## src/hdl/mte_pkg.sv

```systemverilog
// Package for the Morse text encoder: element codes, pattern ROM, counter widths
// and the command/status structs between controller and datapath.
// No dependencies.
package mte_pkg;

   localparam int SKIP_COUNT_BITS = 16;
   localparam int SHOW_W          = 16;
   localparam int CNT_EXT_W       = (SKIP_COUNT_BITS > SHOW_W) ? SKIP_COUNT_BITS : SHOW_W;

   typedef logic [2:0] element_type;

   localparam element_type EL_DIT    = 3'd0;
   localparam element_type EL_DAH    = 3'd1;
   localparam element_type EL_INTRA  = 3'd2;
   localparam element_type EL_LETTER = 3'd3;
   localparam element_type EL_WORD   = 3'd4;
   localparam element_type EL_SKIP   = 3'd5;

   localparam logic [7:0] CHAR_SPACE   = 8'd32;
   localparam logic [7:0] CHAR_LAST    = 8'd95;
   localparam logic [7:0] CHAR_LOWER_A = 8'd97;
   localparam logic [7:0] CHAR_LOWER_Z = 8'd122;
   localparam logic [7:0] CASE_OFFSET  = 8'd32;

   // Marker 1 then symbols, first symbol most significant, dah = 1. Zero: no code.
   localparam logic [7:0] PATTERN_ROM [64] = '{
      8'h00, 8'h6B, 8'h52, 8'h00, 8'h89, 8'h00, 8'h28, 8'h5E,
      8'h36, 8'h6D, 8'h00, 8'h2A, 8'h73, 8'h61, 8'h55, 8'h32,
      8'h3F, 8'h2F, 8'h27, 8'h23, 8'h21, 8'h20, 8'h30, 8'h38,
      8'h3C, 8'h3E, 8'h78, 8'h6A, 8'h00, 8'h31, 8'h00, 8'h4C,
      8'h5A, 8'h05, 8'h18, 8'h1A, 8'h0C, 8'h02, 8'h12, 8'h0E,
      8'h10, 8'h04, 8'h17, 8'h0D, 8'h14, 8'h07, 8'h06, 8'h0F,
      8'h16, 8'h1D, 8'h0A, 8'h08, 8'h03, 8'h09, 8'h11, 8'h0B,
      8'h19, 8'h1B, 8'h1C, 8'h00, 8'h00, 8'h00, 8'h00, 8'h4D
   };

   // Position of the marker bit, which equals the number of symbols.
   function automatic logic [2:0] pattern_length(input logic [7:0] pat);
      logic [2:0] len;
      len = 3'd0;
      for (int i = 1; i < 8; i++) begin
         if (pat[i]) begin
            len = 3'(i);
         end
      end
      return len;
   endfunction

   typedef struct packed {
      logic load;
      logic step;
   } mte_cmd_type;

   typedef struct packed {
      logic next_last;
   } mte_status_type;

endpackage

```

## src/hdl/mte_if.sv

```systemverilog
// Valid/ready channel interfaces for the Morse text encoder.
// Depends on mte_pkg.
interface mte_req_if import mte_pkg::*; ();
   logic       valid;
   logic       ready;
   logic [7:0] character;
   logic       first_of_text;

   modport source (output valid, output character, output first_of_text, input ready);
   modport sink   (input valid, input character, input first_of_text, output ready);
endinterface

interface mte_rsp_if import mte_pkg::*; ();
   logic                valid;
   logic                ready;
   element_type         element;
   logic                last;
   logic [SHOW_W-1:0]   skipped_count;

   modport source (output valid, output element, output last, output skipped_count,
                   input ready);
   modport sink   (input valid, input element, input last, input skipped_count,
                   output ready);
endinterface

```

## src/hdl/mte_datapath.sv

```systemverilog
// Datapath of the Morse text encoder: ROM lookup, symbol shift register,
// word and skip state, result register. Depends on mte_pkg.
module mte_datapath import mte_pkg::*; (
   input  logic                clock,
   input  logic                reset,
   input  mte_cmd_type         cmd,
   output mte_status_type      status,
   input  logic [7:0]          character,
   input  logic                first_of_text,
   output element_type         out_element,
   output logic                out_last,
   output logic [SHOW_W-1:0]   out_skipped_count
);

   logic                       word_start_ff, word_start_in;
   logic [SKIP_COUNT_BITS-1:0] skip_cnt_ff, skip_cnt_in;
   logic                       single_ff, single_in;
   element_type                single_el_ff, single_el_in;
   logic                       lead_ff, lead_in;
   logic                       gap_ff, gap_in;
   logic [6:0]                 sym_ff, sym_in;
   logic [2:0]                 nsym_ff, nsym_in;
   element_type                el_ff, el_in;
   logic                       last_ff, last_in;
   logic [SHOW_W-1:0]          shown_ff, shown_in;

   logic [7:0]                 ch_up;
   logic                       in_range;
   logic [5:0]                 rom_idx;
   logic [7:0]                 pat;
   logic [2:0]                 plen;
   logic [7:0]                 aligned;
   logic                       is_space, is_skip, ws_eff;
   logic [SKIP_COUNT_BITS-1:0] cnt_base;
   logic [CNT_EXT_W-1:0]       cnt_ext;
   element_type                next_el;
   logic                       next_last;

   // Decode of the incoming byte
   always_comb begin
      ch_up    = (character >= CHAR_LOWER_A && character <= CHAR_LOWER_Z) ?
                 character - CASE_OFFSET : character;
      in_range = (ch_up >= CHAR_SPACE) && (ch_up <= CHAR_LAST);
      rom_idx  = 6'(ch_up - CHAR_SPACE);
      pat      = in_range ? PATTERN_ROM[rom_idx] : 8'h00;
      plen     = pattern_length(pat);
      aligned  = pat << (3'd7 - plen);
      is_space = (character == CHAR_SPACE);
      is_skip  = !is_space && (pat == 8'h00);
      ws_eff   = first_of_text || word_start_ff;
      cnt_base = first_of_text ? '0 : skip_cnt_ff;
   end

   // Element selection from the sequence state
   always_comb begin
      if (single_ff) begin
         next_el   = single_el_ff;
         next_last = 1'b1;
      end else if (lead_ff) begin
         next_el   = EL_LETTER;
         next_last = 1'b0;
      end else if (gap_ff) begin
         next_el   = EL_INTRA;
         next_last = 1'b0;
      end else begin
         next_el   = sym_ff[6] ? EL_DAH : EL_DIT;
         next_last = (nsym_ff == 3'd1);
      end
   end

   assign status.next_last = next_last;
   assign cnt_ext = CNT_EXT_W'(skip_cnt_ff);

   always_comb begin
      word_start_in = word_start_ff;
      skip_cnt_in   = skip_cnt_ff;
      single_in     = single_ff;
      single_el_in  = single_el_ff;
      lead_in       = lead_ff;
      gap_in        = gap_ff;
      sym_in        = sym_ff;
      nsym_in       = nsym_ff;
      el_in         = el_ff;
      last_in       = last_ff;
      shown_in      = shown_ff;
      if (cmd.load) begin
         single_in    = is_space || is_skip;
         single_el_in = is_space ? EL_WORD : EL_SKIP;
         lead_in      = !(is_space || is_skip) && !ws_eff;
         gap_in       = 1'b0;
         sym_in       = aligned[6:0];
         nsym_in      = plen;
         if (is_space) begin
            word_start_in = 1'b1;
         end else if (is_skip) begin
            word_start_in = ws_eff;
         end else begin
            word_start_in = 1'b0;
         end
         // saturate at all ones
         if (is_skip && (cnt_base != '1)) begin
            skip_cnt_in = SKIP_COUNT_BITS'(cnt_base + 1'b1);
         end else begin
            skip_cnt_in = cnt_base;
         end
      end else if (cmd.step) begin
         el_in    = next_el;
         last_in  = next_last;
         shown_in = (cnt_ext > CNT_EXT_W'({SHOW_W{1'b1}})) ?
                    {SHOW_W{1'b1}} : cnt_ext[SHOW_W-1:0];
         if (single_ff) begin
            single_in = 1'b0;
         end else if (lead_ff) begin
            lead_in = 1'b0;
         end else if (gap_ff) begin
            gap_in = 1'b0;
         end else begin
            sym_in  = {sym_ff[5:0], 1'b0};
            nsym_in = nsym_ff - 3'd1;
            gap_in  = (nsym_ff != 3'd1);
         end
      end
   end

   always_ff @(posedge clock) begin
      if (reset) begin
         word_start_ff <= 1'b1;
         skip_cnt_ff   <= '0;
         single_ff     <= 1'b0;
         lead_ff       <= 1'b0;
         gap_ff        <= 1'b0;
         nsym_ff       <= 3'd0;
      end else begin
         word_start_ff <= word_start_in;
         skip_cnt_ff   <= skip_cnt_in;
         single_ff     <= single_in;
         lead_ff       <= lead_in;
         gap_ff        <= gap_in;
         nsym_ff       <= nsym_in;
      end
   end

   always_ff @(posedge clock) begin
      single_el_ff <= single_el_in;
      sym_ff       <= sym_in;
      el_ff        <= el_in;
      last_ff      <= last_in;
      shown_ff     <= shown_in;
   end

   assign out_element       = el_ff;
   assign out_last          = last_ff;
   assign out_skipped_count = shown_ff;

endmodule

```

## src/hdl/mte_ctrl.sv

```systemverilog
// Controller of the Morse text encoder: accepts a byte, then steps the
// datapath once per free result slot. Depends on mte_pkg.
module mte_ctrl import mte_pkg::*; (
   input  logic           clock,
   input  logic           reset,
   input  logic           req_valid,
   output logic           req_ready,
   output logic           rsp_valid,
   input  logic           rsp_ready,
   output mte_cmd_type    cmd,
   input  mte_status_type status
);

   localparam logic S_IDLE = 1'b0;
   localparam logic S_EMIT = 1'b1;

   logic state_ff, state_in;
   logic out_valid_ff, out_valid_in;
   logic slot_free;

   assign slot_free = !out_valid_ff || rsp_ready;
   assign req_ready = (state_ff == S_IDLE);
   assign rsp_valid = out_valid_ff;

   always_comb begin
      state_in     = state_ff;
      out_valid_in = out_valid_ff && !rsp_ready;
      cmd.load     = 1'b0;
      cmd.step     = 1'b0;
      case (state_ff)
         S_IDLE: begin
            if (req_valid) begin
               cmd.load = 1'b1;
               state_in = S_EMIT;
            end
         end
         S_EMIT: begin
            if (slot_free) begin
               cmd.step     = 1'b1;
               out_valid_in = 1'b1;
               // drop back once the final element of the byte is pushed
               if (status.next_last) begin
                  state_in = S_IDLE;
               end
            end
         end
         default: begin
            state_in = S_IDLE;
         end
      endcase
   end

   always_ff @(posedge clock) begin
      if (reset) begin
         state_ff     <= S_IDLE;
         out_valid_ff <= 1'b0;
      end else begin
         state_ff     <= state_in;
         out_valid_ff <= out_valid_in;
      end
   end

   a_load_idle: assert property (@(posedge clock) disable iff (reset)
      cmd.load |-> state_ff == S_IDLE)
      else $error("load outside idle");

   a_step_slot: assert property (@(posedge clock) disable iff (reset)
      cmd.step |-> slot_free)
      else $error("step into occupied result register");

   a_load_emit: assert property (@(posedge clock) disable iff (reset)
      cmd.load |=> state_ff == S_EMIT)
      else $error("no emission after load");

   a_last_done: assert property (@(posedge clock) disable iff (reset)
      cmd.step && status.next_last |=> state_ff == S_IDLE && out_valid_ff)
      else $error("final element not presented");

endmodule

```

## src/hdl/morse_text_encoder.sv

```systemverilog
// Top level of the Morse text encoder: joins controller and datapath to the
// request and response channels. Depends on mte_pkg, mte_if, mte_ctrl, mte_datapath.
//
//   channel  dir  payload                              handshake
//   req_ch   in   character, first_of_text             valid/ready
//   rsp_ch   out  element, last, skipped_count         valid/ready
//
// A byte is taken and yields 1 to 14 elements, one per cycle when the sink
// never stalls.
// The next byte is accepted once the final element sits in the result register.
// A response stall holds the result register and pauses the element sequencer.
// Synchronous active-high reset; after reset a word starts and the count is zero.
module morse_text_encoder import mte_pkg::*; (
   input  logic      clock,
   input  logic      reset,
   mte_req_if.sink   req_ch,
   mte_rsp_if.source rsp_ch
);

   mte_cmd_type    cmd;
   mte_status_type status;

   mte_ctrl u_ctrl (
      .clock     (clock),
      .reset     (reset),
      .req_valid (req_ch.valid),
      .req_ready (req_ch.ready),
      .rsp_valid (rsp_ch.valid),
      .rsp_ready (rsp_ch.ready),
      .cmd       (cmd),
      .status    (status)
   );

   mte_datapath u_datapath (
      .clock             (clock),
      .reset             (reset),
      .cmd               (cmd),
      .status            (status),
      .character         (req_ch.character),
      .first_of_text     (req_ch.first_of_text),
      .out_element       (rsp_ch.element),
      .out_last          (rsp_ch.last),
      .out_skipped_count (rsp_ch.skipped_count)
   );

endmodule
```

## src/flat_wrapper.sv

```systemverilog
// flat-port wrapper written by rule: the top's interface ports become plain ports
module morse_text_encoder_flat import mte_pkg::*;
  (clock, reset, req_ch_valid, req_ch_character, req_ch_first_of_text, req_ch_ready, rsp_ch_valid, rsp_ch_element, rsp_ch_last, rsp_ch_skipped_count, rsp_ch_ready);
  mte_req_if req_ch_i ();
  mte_rsp_if rsp_ch_i ();
  input  logic clock;
  input  logic reset;
  input wire logic [$bits(req_ch_i.valid)-1:0] req_ch_valid;
  input wire logic [$bits(req_ch_i.character)-1:0] req_ch_character;
  input wire logic [$bits(req_ch_i.first_of_text)-1:0] req_ch_first_of_text;
  output wire logic [$bits(req_ch_i.ready)-1:0] req_ch_ready;
  output wire logic [$bits(rsp_ch_i.valid)-1:0] rsp_ch_valid;
  output wire logic [$bits(rsp_ch_i.element)-1:0] rsp_ch_element;
  output wire logic [$bits(rsp_ch_i.last)-1:0] rsp_ch_last;
  output wire logic [$bits(rsp_ch_i.skipped_count)-1:0] rsp_ch_skipped_count;
  input wire logic [$bits(rsp_ch_i.ready)-1:0] rsp_ch_ready;
  assign req_ch_i.valid = req_ch_valid;
  assign req_ch_i.character = req_ch_character;
  assign req_ch_i.first_of_text = req_ch_first_of_text;
  assign req_ch_ready = req_ch_i.ready;
  assign rsp_ch_valid = rsp_ch_i.valid;
  assign rsp_ch_element = rsp_ch_i.element;
  assign rsp_ch_last = rsp_ch_i.last;
  assign rsp_ch_skipped_count = rsp_ch_i.skipped_count;
  assign rsp_ch_i.ready = rsp_ch_ready;
  morse_text_encoder u_core (.clock(clock), .reset(reset), .req_ch(req_ch_i), .rsp_ch(rsp_ch_i));
endmodule
```

## config.mk

```make
export PLATFORM = sky130hd
export DESIGN_NAME = morse_text_encoder_flat
export DESIGN_NICKNAME = d
export VERILOG_FILES = /design/src/hdl/mte_pkg.sv /design/src/hdl/mte_if.sv /design/src/hdl/mte_datapath.sv /design/src/hdl/mte_ctrl.sv /design/src/hdl/morse_text_encoder.sv /design/src/flat_wrapper.sv
export SDC_FILE = /design/constraint.sdc
export NUM_CORES = 1
export LEC_CHECK = 0
export BUFFER_PORTS_ARGS = -buffer_cell sky130_fd_sc_hd__buf_2
export CAP_MARGIN = 10
export CORE_MARGIN = 2
export CORE_UTILIZATION = 64
export CTS_CLUSTER_SIZE = 40
export DETAILED_ROUTE_END_ITERATION = 16
export GPL_TIMING_DRIVEN = 0
export PLACE_DENSITY_LB_ADDON = 0.12
export REMOVE_ABC_BUFFERS = 1
export SLEW_MARGIN = 20
export SYNTH_ARGS = -nofsm -noshare
export SYNTH_HDL_FRONTEND = slang
export SYNTH_SLANG_ARGS = --single-unit
```

## constraint.sdc

```tcl
create_clock -name clock -period 8.33 [get_ports clock]
set_input_delay 1.666 -clock clock [delete_from_list [all_inputs] [get_ports clock]]
set_output_delay 1.666 -clock clock [all_outputs]
set_load 0.1 [all_outputs]
```

* Yosys cells after proc, flatten, opt, wreduce, memory -nomap -nowiden *
Memory sizes are Yosys's and may differ from the RTL's.
Index checks and enable logic that the tools add are counted.

storage, ports and cells
  register bits = 55
  output and inout bits = 22
  memories kept = 1
  ROM bits = 512
  latch bits = 0
  RAM bits = 0

operators by class
  order comparisons = 6
  eq/ne operators = 7
  shift operators = 1
  $add $sub $neg = 5
  bitwise logic cells = 5
  multiplexer cells = 48
  div/mod/pow operators = 0
  $mul = 0
  reduce and logical (&&, ||, !) cells = 21

memory list
  name             depth  bits a word  rd ports  clocked after Yosys merged registers in  write ports  RTL line            RTL
  (no name shown)  64     8            1         0                                        0            mte_datapath.sv:45  pat = in_range ? PATTERN_ROM[rom_idx] : 8'h00;

operators with widths
  kind                                                               count
  two-way mux 3 bit                                                  12
  two-way mux 7 bit                                                  5
  two-way mux 16 bit                                                 2
  two-way mux 8 bit                                                  4
  two-way mux 1 bit                                                  22
  adder 16 x 1 -> 16 bit, second input constant                      1
  > comparator 16 bit, second input constant                         1
  <= comparator 8 x 7 -> 1 bit, second input constant                2
  inequality test 16 bit, second input constant                      1
  equality test 8 x 6 -> 1 bit, second input constant                1
  greater-or-equal comparator 8 x 6 -> 1 bit, second input constant  1
  greater-or-equal comparator 8 x 7 -> 1 bit, second input constant  1
  logical NOT 8 bit                                                  1
  left shift 8 x 3 -> 7 bit                                          1
  subtractor 8 x 6 -> 8 bit, second input constant                   1
  greater-or-equal comparator 7 bit, second input constant           1
  NOT 6 -> 7 bit                                                     1
  logical AND 1 bit                                                  6
  inequality test 2 x 1 -> 1 bit, second input constant              3
  subtractor 6 bit, second input constant                            1
  logical NOT 1 bit                                                  5
  two-way mux 2 bit                                                  2
  NOT 1 bit                                                          4
  AND reduction 2 bit                                                2
  10 further kinds                                                   12

* Longest topological paths before layout *
Gate-level depths: netlist of run 1.

  depth in word-level cells = 19
  depth in mapped cells = 13

* Cells and area by module *
From an unflattened synthesis of run 1, not the netlist that was laid out.

second synthesis, totals
  cell total of the unflattened synthesis = 409
  area total of the unflattened synthesis = 3754.9 um^2

modules (own cells, without submodules)
  module        instances  cells each  seq. area each (um^2)  area each (um^2)
  mte_datapath  1          400         1301.2                 3664.8
  mte_ctrl      1          9           40.0                   90.1

* Worst setup path before layout of run 1 *
Ideal clock, no wire load.

  path type = input -> register
  start = in req_ch_character[0]
  end = reg u_core.u_datapath.skip_cnt_ff[11], in the netlist u_core.u_datapath.cnt_ext[11]
  path buffers = 2
  slack = 3.726 ns
  arrival time = 4.483 ns
  stages = 12
  required time = 8.209 ns
  cells stage by stage = clkbuf_1 > inv_1 > ha_1 > or4b_4 > or3_4 > nand4_2 > o22ai_2 > a2111oi_4 > buf_6 > nand3_1 > nor4b_1 > mux2_2

between the ends
  longest elaborated chain between the ends = 13

RTL lines
  item                                                                                        RTL line             RTL
  from (decl)                                                                                 flat_wrapper.sv:9    input wire logic [$bits(req_ch_i.character)-1:0] req_ch_character;
  greater-or-equal comparator 8 x 7 -> 1 bit or <= comparator 8 x 7 -> 1 bit (tied branches)  mte_datapath.sv:41   ch_up = (character >= CHAR_LOWER_A && character <= CHAR_LOWER_Z) ?
  logical AND 1 bit                                                                           mte_datapath.sv:41
  two-way mux 8 bit                                                                           mte_datapath.sv:41
  subtractor 6 bit                                                                            mte_datapath.sv:44   rom_idx = 6'(ch_up - CHAR_SPACE);
  NOT 6 -> 7 bit (not written as such)                                                        mte_datapath.sv:45
  memory read (64 x 8 bit)                                                                    n/a
  two-way mux 8 bit (not written as such) (2 in series)                                       mte_datapath.sv:45
  two-way mux 8 bit                                                                           mte_datapath.sv:45
  logical NOT 8 bit                                                                           mte_datapath.sv:49   is_skip = !is_space && (pat == 8'h00);
  logical AND 1 bit (*)                                                                       mte_datapath.sv:49
  logical AND 1 bit (*)                                                                       mte_datapath.sv:101  if (is_skip && (cnt_base != '1)) begin
  two-way mux 16 bit (*)                                                                      mte_datapath.sv:101
  to (signal assigned)                                                                        mte_datapath.sv:135  skip_cnt_ff <= skip_cnt_in;
  to (decl)                                                                                   mte_datapath.sv:16   logic [SKIP_COUNT_BITS-1:0] skip_cnt_ff, skip_cnt_in;

Every way passes the cells marked *; elsewhere a longest branch is shown, timed or not. The select of a mux whose other input is x is not followed.
A chain may end at the register's enable or synchronous reset.

* Worst setup path after layout of run 1 *
  start = in req_ch_character[1]
  end = reg u_core.u_datapath.skip_cnt_ff[5], in the netlist u_core.u_datapath.cnt_ext[5]

The elaborated chain is that of the path after synthesis.

==> results of run 1 <==
==> report_power, final <==
part | internal, mW | leakage (nW) | total, mW | switching, mW
combinational | 0.0519 | 0.904 | 0.197 | 0.145
clock | 0.0608 | 0.0447 | 0.148 | 0.0872
sequential | 0.296 | 0.470 | 0.304 | 0.00736
==> final cells by class <==
class,count,area share [%]
sequential,53,34.5
tap,72,2.32
multi-input combinational,310,54.1
clock buffer,5,1.77
clock inverter,3,0.644
inverter,24,2.32
timing repair buffer,34,4.38
==> through the flow <==
stage	setup WS (ps)	area (um2)
floorplan	3700	3530
global placement	2990	3790
detailed placement	2980	3790
CTS	3260	3890
global route	3050	3890
finish	3200	3890
==> cells by family (layout without fill, tap and decap cells) <==
| logic type | Yosys count | after routing | share of synthesized area, % |
|---|---|---|---|
| AND/OR/NAND/NOR | 165 | 165 | 24.6 |
| adder cells (fa/ha/maj) | 12 | 12 | 4.12 |
| buffers and inverters | 48 | 66 | 5.49 |
| AO/OA/AOI/OAI | 114 | 114 | 22.5 |
| XOR/XNOR | 7 | 7 | 1.68 |
| flip-flops | 53 | 53 | 36.8 |
| multiplexers | 12 | 12 | 4.81 |
==> placed cells by master (no fill, tap or decap), types with 3 or more instances in the layout <==
| master | n |
|---|---|
| sky130_fd_sc_hd__a211o_1 | 4 |
| sky130_fd_sc_hd__a211oi_1 | 3 |
| sky130_fd_sc_hd__a21boi_0 | 5 |
| sky130_fd_sc_hd__a21o_1 | 5 |
| sky130_fd_sc_hd__a21oi_1 | 23 |
| sky130_fd_sc_hd__a31oi_1 | 7 |
| sky130_fd_sc_hd__a41oi_1 | 4 |
| sky130_fd_sc_hd__and2_1 | 6 |
| sky130_fd_sc_hd__buf_2 | 34 |
| sky130_fd_sc_hd__clkbuf_8 | 5 |
| sky130_fd_sc_hd__dfxtp_1 | 25 |
| sky130_fd_sc_hd__edfxtp_1 | 28 |
| sky130_fd_sc_hd__ha_1 | 12 |
| sky130_fd_sc_hd__inv_1 | 23 |
| sky130_fd_sc_hd__mux2_2 | 4 |
| sky130_fd_sc_hd__mux2i_1 | 4 |
| sky130_fd_sc_hd__mux4_2 | 4 |
| sky130_fd_sc_hd__nand2_1 | 39 |
| sky130_fd_sc_hd__nand2b_1 | 10 |
| sky130_fd_sc_hd__nand3_1 | 13 |
| sky130_fd_sc_hd__nand3b_1 | 3 |
| sky130_fd_sc_hd__nand4_1 | 9 |
| sky130_fd_sc_hd__nor2_1 | 40 |
| sky130_fd_sc_hd__nor2b_1 | 7 |
| sky130_fd_sc_hd__nor3_1 | 11 |
| sky130_fd_sc_hd__o211ai_1 | 5 |
| sky130_fd_sc_hd__o21a_1 | 5 |
| sky130_fd_sc_hd__o21ai_0 | 24 |
| sky130_fd_sc_hd__o311ai_0 | 4 |
| sky130_fd_sc_hd__or2_2 | 7 |
| sky130_fd_sc_hd__xnor2_1 | 7 |
==> critical path: stages <==
cell                        delay, ps
sky130_fd_sc_hd__buf_2            200
sky130_fd_sc_hd__inv_1            180
sky130_fd_sc_hd__ha_1             360
sky130_fd_sc_hd__or4b_4           520
sky130_fd_sc_hd__or3_4            360
sky130_fd_sc_hd__nand4_2          120
sky130_fd_sc_hd__o22ai_2          110
sky130_fd_sc_hd__a2111oi_4        820
sky130_fd_sc_hd__nand4_2          370
sky130_fd_sc_hd__or3_1            420
sky130_fd_sc_hd__a221oi_2         230
==> worst paths after layout <==
| check | startpoint | cells past startpoint | slack [ps] | to |
|---|---|---|---|---|
| max reg2reg | u_core.u_datapath.cnt_ext[0] | 9 | 4960 | u_core.u_datapath.cnt_ext[5] |
| max | req_ch_character[1] | 11 | 3200 | u_core.u_datapath.cnt_ext[5] |
| min | u_core.u_datapath.cnt_ext[1] | 0 | 480 | u_core.u_datapath.out_skipped_count[1] |
| min reg2reg | u_core.u_datapath.cnt_ext[1] | 0 | 480 | u_core.u_datapath.out_skipped_count[1] |
==> registers in the layout (all words and copies together), names as in the netlist <==
signal	count
u_core.u_ctrl.rsp_valid	1
u_core.u_datapath.gap_ff	1
u_core.u_datapath.lead_ff	1
u_core.u_datapath.single_ff	1
u_core.u_datapath.word_start_ff	1
u_core.u_ctrl.state_ff	1
u_core.u_datapath.sym_ff	7
u_core.u_datapath.single_el_ff	1
u_core.u_datapath.out_last	1
u_core.u_datapath.out_element	3
u_core.u_datapath.nsym_ff	3
u_core.u_datapath.out_skipped_count	16
u_core.u_datapath.cnt_ext	16
==> layer usage <==
layer  share of wire, %  track usage [%]
met1                 47             39.3
met3                5.6             4.52
met4                1.0             6.38
met5                  0                0
met2                 46             42.1
==> run metrics, run 1 <==
run status=complete, no violations; number of cell rows=27; maximum clock rate=195 MHz; cell area power density=approximately 170 mW/mm2; I/O Buffers=34; top cells by count, synth=sky130_fd_sc_hd__nor2_1 (40), sky130_fd_sc_hd__nand2_1 (39), sky130_fd_sc_hd__edfxtp_1 (28); pins over their slew limit=0; layout cells sized above 1=17.0%; shortest clock period the worst path allows after layout=5130 ps; area share of the largest cell type after synthesis=a little under a quarter; number of hold buffers added after CTS=0; EDFF count, synth=28; Setup crit start kind=input port; number of antenna violations at the first check in global routing=0; CORE AREA=between 0.005 and 0.006 mm2; summed negative setup slack over all endpoints=0 ps; routed length per instance=16.2 um; Post-Place Cells=about 500; gr usage total=27.0%; worst clock skew on the final layout=13.0 ps; Longest Clk Path Bufs=2; Vias per Instance=6.34; DRC violation count after routing=0; total die area=0.00631 mm2; cells after synthesis=411; boundary pin count=35; drt first-iter violations=about 370; utilization after layout=70.6%; largest net degree at the start of global routing=37; count of filler cells inserted in the layout=417; total congestion overflow after global routing=0; peak fanout along the critical path=15; Arrival @ worst endpoint=~5400 ps; synthesized cell area=0.00364 mm2; post-route insts no fill=501; post-CTS setup-driven buffer insertion count=0; total clock buffers created by CTS=5; width of the chip=79.5 um; critical path start-end classification=in -> reg; sequential cell area fraction in the yosys report=36.8%; Total Wirelength=8140 um; later-pin clock latency in the skew report=310 ps; number of nets in the layout=453; Post-Synthesis Mean Instance Area=8.86 um2; Worst Path Required=8550 ps; worst min-delay path class=reg -> reg; root cell of the clock tree=sky130_fd_sc_hd__clkbuf_8; via count of the routed design=3177; number of antenna repair diodes=0; via count of the first global-routing pass=approximately 2.8k; count of warnings emitted by yosys=0; ANT nets after route=0; final setup violating endpoints=0; clk sink count=53; tightest slew margin relative to the limit=44.7%; worst hold slack across all endpoints=475 ps; maxcap violations=0; Final GP Congestion=0.874; most used standard cell by instance count after synthesis=sky130_fd_sc_hd__nor2_1; first-pass detailed-route iteration total=5; unrepaired setup endpoints after global routing=no; slew of the pin with the lowest slew margin=829 ps; total power=approximately 650 uW; Starting Density=approximately two thirds; Resized Gates After CTS=0; detailed-placement wirelength estimate=about 5700 um; area occupied by registers=0.00134 mm2; sort of element at the end of the critical path=flip-flop; maximum vdd drop=104 uV; leakage power figure=1.42 nW; Tcrit/Tclk final=61.6%; die boundary height=79.5 um; asr flop ratio synth=0%; CTS HTree Levels=2; TritonCTS clock tree=yes; clock-pin slew on the worst setup and hold paths=around 90 ps; post-synthesis sequential element count=53; number of hold violations in the final report=0; main flop type after synthesis=sky130_fd_sc_hd__edfxtp_1; dominant cells by area after synthesis=sky130_fd_sc_hd__edfxtp_1 (23%), sky130_fd_sc_hd__dfxtp_1 (14%), sky130_fd_sc_hd__ha_1 (4.1%); cell type with the largest total area after synthesis=sky130_fd_sc_hd__edfxtp_1; Layout Area Growth over Synthesis=6.70%; footprint of the multi-input gates=0.00210 mm2; unique cell type count in the Yosys netlist=69; first-pass GRT wire length=13700 um
Power figures use the tool's default switching activity.
==> run 2: changes to the inputs <==
- CORE_UTILIZATION: 64 -> 54
- clock period: 8.33 -> 4.6 ns (I/O delays scaled with it)
==> run 2 against run 1 <==
  * Combinational power increased by 80%
  * Largest power group unchanged
  * Clock skew down 4.8 ps
  * Global-route usage fell by 4.4 points
  * Largest cell class unchanged
  * Register-to-register slack got worse by 3700 ps
  * Cell count up 1.0%
  * Worst setup slack worse by 3000 ps
  * Count of clock-buffer cells in the layout is the same
==> run metrics, run 2 (synthesized netlist as in run 1, its figures left out) <==
reg-to-reg critical path endpoint=u_core.u_datapath.cnt_ext[5]; post-route insts no fill=506; Worst Path Required=roughly 4800 ps; total clock buffers created by CTS=5; sort of element at the end of the critical path=flip-flop; Final GP Congestion=0.879; via count of the routed design=just over 3k; Setup crit start kind=input port; Post-Place Cells=498; DRC violation count after routing=0; first-pass detailed-route iteration total=5; worst clock skew on the final layout=8.19 ps; number of antenna repair diodes=0; clock-pin slew on the worst setup and hold paths=100 ps; TritonCTS clock tree=yes; summed negative setup slack over all endpoints=0 ps; critical path start-end classification=in -> reg; slew of the pin with the lowest slew margin=a little over 800 ps; tightest slew margin relative to the limit=between 40% and 50%; number of antenna violations at the first check in global routing=0; detailed-placement wirelength estimate=about 5700 um; I/O Buffers=34; worst r2r path cells=9; count of filler cells inserted in the layout=around 580; unrepaired setup endpoints after global routing=no; run status=complete, no violations; final worst slack=233 ps; Setup crit start=req_ch_character[1]; root cell of the clock tree=sky130_fd_sc_hd__clkbuf_8; die boundary height=86.1 um; endpoint of the worst setup timing path=u_core.u_datapath.cnt_ext[5]; post-CTS setup-driven buffer insertion count=0; Vias per Instance=6.11; critical-path cell list=buf_2, inv_1, ha_1, or4b_4, or3_4, nand4_2, o22ai_2, a2111oi_4, nand4_2, or3_1, a221oi_2; Starting Density=56.7%; boundary pin count=35; shortest clock period the worst path allows after layout=4370 ps; commonest non-fill, non-tap cell in the layout=sky130_fd_sc_hd__nor2_1; routed length per instance=15.9 um; total die area=between 0.007 and 0.008 mm2; Tcrit/Tclk final=around 95%; worst-case setup slack after placement=-50.6 ps; total power=1.18 mW; layout cells sized above 1=between 10% and 20%; commonest cells after routing, fill and taps aside=sky130_fd_sc_hd__nor2_1 (40), sky130_fd_sc_hd__nand2_1 (39), sky130_fd_sc_hd__buf_2 (34); maximum clock rate=229 MHz; pins over their slew limit=0; master of the slowest instance on the critical path=sky130_fd_sc_hd__a2111oi_4; largest net degree at the start of global routing=37; width of the chip=~86 um; peak per-stage delay on the critical path=~800 ps; origin of the critical flop-to-flop path=u_core.u_datapath.cnt_ext[0]; Arrival @ worst endpoint=4600 ps; Longest Clk Path Bufs=2; CORE AREA=0.00642 mm2; later-pin clock latency in the skew report=320 ps; via count of the first global-routing pass=2813; Total Wirelength=8050 um; peak fanout along the critical path=15; Resized Gates After CTS=0; total congestion overflow after global routing=0; number of cell rows=29; clk sink count=between 50 and 60; minimum setup slack among reg-to-reg paths=1230 ps; maximum vdd drop=189 uV; worst min-delay path class=reg -> reg; most frequent CP cell=sky130_fd_sc_hd__nand4_2; cell area power density=303 mW/mm2; leakage power figure=1.42 nW; number of hold buffers added after CTS=0; CTS HTree Levels=2; maxcap violations=0; gr usage total=between 20% and 30%; final setup violating endpoints=0; number of nets in the layout=453; drt first-iter violations=roughly 220; ANT nets after route=0; first-pass GRT wire length=13700 um; Layout Area Growth over Synthesis=6.90%; number of hold violations in the final report=0
-- run 2: changes by cell type in the layout (fill, tap and decap cells not counted), sizes merged --
cell,delta
clkinv,-1
clkinvlp,+1
-- run 2: how the worst min path moves through the flow --
stage | start | end | slack (ps) | cells after the start
after floorplan | u_core.u_datapath.cnt_ext[1] | u_core.u_datapath.out_skipped_count[1] | 420 | 0
after global placement | u_core.u_datapath.cnt_ext[1] | u_core.u_datapath.out_skipped_count[1] | 440 | 0
after detailed placement | u_core.u_datapath.cnt_ext[14] | u_core.u_datapath.out_skipped_count[14] | 460 | 0
after CTS | u_core.u_datapath.cnt_ext[14] | u_core.u_datapath.out_skipped_count[14] | 480 | 0
after global routing | u_core.u_datapath.cnt_ext[14] | u_core.u_datapath.out_skipped_count[14] | 500 | 0
final | u_core.u_datapath.cnt_ext[14] | u_core.u_datapath.out_skipped_count[14] | 480 | 0
-- run 2: cell type report --
class	instances	area [um2]	area share (%)
Multi-Input combinational cell	310	2100	54.0
Clock inverter	3	26.3	0.675
Inverter	24	90.1	2.31
Tap cell	77	96.3	2.47
Sequential cell	53	1340	34.4
Timing Repair Buffer	34	170	4.37
Clock buffer	5	68.8	1.77
-- run 2: report_power, final --
part	switching (mW)	leakage (nW)	internal, mW
registers	0.0136	0.470	0.537
clock network	0.166	0.0423	0.111
logic	0.260	0.904	0.0939
-- run 2: routing by layer --
| layer | vias up | share of wire, % | global-route usage [%] | wire (um) |
|---|---|---|---|---|
| met5 | - | 0 | 0 | 0 |
| met4 | 0 | 0.71 | 4.91 | 57 |
| met3 | 7 | 5.5 | 4.23 | 439 |
| met2 | 96 | 45 | 34.0 | 3640 |
| met1 | 1431 | 49 | 33.9 | 3920 |
| li1 | 1556 | - | - | - |
-- run 2: metrics by stage --
step	utilization [%]	area, um2	hold WS, ps
CTS	60.6	3890	484
global placement	59.2	3800	437
detailed placement	59.2	3800	460
floorplan	-	3530	422
global route	60.6	3890	500
finish	60.6	3890	482
-- run 2: critical path, delay by kind of cell --
kind	cells	cell delay, ps
and+or+nand+nor	5	1800
AOI/OAI and AO/OA	3	1140
buffers and inverters	2	390
adders and majority gates	1	350
==> run 3: changes to the inputs <==
- REMOVE_ABC_BUFFERS: 1 -> default
==> run 3 against run 2 <==
  * Hold slack got worse by 13 ps
  * Wire length rose by 7.3%
  * Count of clock-buffer cells in the layout did not move
  * Critical endpoint is now u_core.u_datapath.cnt_ext[11]
==> run metrics, run 3 (synthesized netlist as in run 1, its figures left out) <==
run status=complete, no violations; TritonCTS clock tree=yes; layout cells sized above 1=around 17%; Longest Clk Path Bufs=2; I/O Buffers=31; worst path bufs/invs=4; drt first-iter violations=217; minimum setup slack among reg-to-reg paths=1300 ps; first-pass GRT wire length=14500 um; critical path start-end classification=in -> reg; sort of element at the end of the critical path=flip-flop; cell area power density=321 mW/mm2; Arrival @ worst endpoint=4370 ps; via count of the routed design=3246; final setup violating endpoints=0; CORE AREA=0.00642 mm2; root cell of the clock tree=sky130_fd_sc_hd__clkbuf_8; Post-Place Cells=519; leakage power figure=between 1 and 1.5 nW; number of hold buffers added after CTS=0; total die area=between 0.007 and 0.008 mm2; number of cell rows=29; post-route insts no fill=approximately 530; total congestion overflow after global routing=0; boundary pin count=35; clock-pin slew on the worst setup and hold paths=around 90 ps; number of hold violations in the final report=0; total clock buffers created by CTS=5; largest net degree at the start of global routing=21; commonest cells after routing, fill and taps aside=sky130_fd_sc_hd__nor2_1 (40), sky130_fd_sc_hd__nand2_1 (39), sky130_fd_sc_hd__buf_2 (35); Worst Path Required=4810 ps; width of the chip=86.1 um; unrepaired setup endpoints after global routing=no; detailed-placement wirelength estimate=approximately 6400 um; Total Wirelength=about 8600 um; later-pin clock latency in the skew report=320 ps; cell family with the largest share of critical-path delay=simple AND/OR/NAND/NOR gates; tightest slew margin relative to the limit=47.0%; master of the slowest instance on the critical path=sky130_fd_sc_hd__or4b_4; number of antenna violations at the first check in global routing=0; Layout Area Growth over Synthesis=10.7%; shortest clock period the worst path allows after layout=4160 ps; total power=1.30 mW; CTS HTree Levels=2; number of nets in the layout=474; maximum vdd drop=200 uV; gr usage total=24.3%; post-CTS setup-driven buffer insertion count=0; pins over their slew limit=0; worst min-delay path class=reg -> reg; commonest non-fill, non-tap cell in the layout=sky130_fd_sc_hd__nor2_1; first-pass detailed-route iteration total=5; summed negative setup slack over all endpoints=0 ps; peak per-stage delay on the critical path=520 ps; peak fanout along the critical path=10; Tcrit/Tclk final=90.4%; DRC violation count after routing=0; via count of the first global-routing pass=2938; worst clock skew on the final layout=around 9.7 ps; number of antenna repair diodes=0; Setup crit start kind=input port; routed length per instance=16.4 um; count of filler cells inserted in the layout=566; maxcap violations=0; Vias per Instance=around 6; ANT nets after route=0; Final GP Congestion=0.965; Mapped Nets=436; slew of the pin with the lowest slew margin=between 700 and 800 ps; critical-path cell list=buf_2, clkbuf_1, inv_1, ha_1, or4b_4, or3_4, nand4_2, o22ai_2, a2111oi_4, buf_6, nand3_1, nor4b_1, mux2_2; die boundary height=86.1 um; Resized Gates After CTS=0; Starting Density=a little under three fifths; maximum clock rate=240 MHz; clk sink count=53
[run 3: changes by cell type in the layout (fill, tap and decap cells not counted)]
cell                         before  now
sky130_fd_sc_hd__buf_1            0    3
sky130_fd_sc_hd__inv_8            1    0
sky130_fd_sc_hd__buf_2           34   35
sky130_fd_sc_hd__buf_6            0    2
sky130_fd_sc_hd__bufinv_16        0    2
sky130_fd_sc_hd__clkinvlp_4       2    0
sky130_fd_sc_hd__inv_6            0    1
sky130_fd_sc_hd__clkbuf_1         0   15
[run 3: power breakdown]
part / internal [mW] / switching, mW / total (mW)
combinational: 0.101 / 0.268 / 0.369
clock: 0.219 / 0.158 / 0.377
sequential: 0.537 / 0.0134 / 0.550
total: 0.857 / 0.440 / 1.30
[run 3: worst paths after layout]
path                                 from                                      to  cells past startpoint
max                   req_ch_character[0]           u_core.u_datapath.cnt_ext[11]                     13
min          u_core.u_datapath.cnt_ext[1]  u_core.u_datapath.out_skipped_count[1]                      0
max reg2reg  u_core.u_datapath.cnt_ext[0]            u_core.u_datapath.cnt_ext[5]                      9
min reg2reg  u_core.u_datapath.cnt_ext[1]  u_core.u_datapath.out_skipped_count[1]                      0
[run 3: layer usage]
layer	track usage, %	up-vias	share of wire, %
met1	37.0	1520	49
met3	4.52	10	6.3
met2	35.2	117	44
li1	-	1599	-
met5	0	-	0
met4	6.78	0	1.0
[run 3: per-stage QoR]
step	hold WS, ps	util (%)	setup WS (ps)	cell area [um2]
after floorplan	422	-	742	3640
after global placement	444	60.6	130	3890
after detailed placement	442	60.6	86.3	3890
after CTS	475	62.8	413	4030
after global routing	484	62.8	243	4030
final	469	62.8	442	4030
[run 3: area by class of cell]
type / count / area [um2] / area share (%)
plain buffers: 24 / 110 / 2.73
clock buffers: 5 / 68.8 / 1.71
clock inverters: 3 / 68.8 / 1.71
inverters: 24 / 90.1 / 2.23
multi-input cells: 310 / 2100 / 52.1
flip-flops and latches: 53 / 1340 / 33.3
well taps: 77 / 96.3 / 2.39
repair buffers: 31 / 155 / 3.85
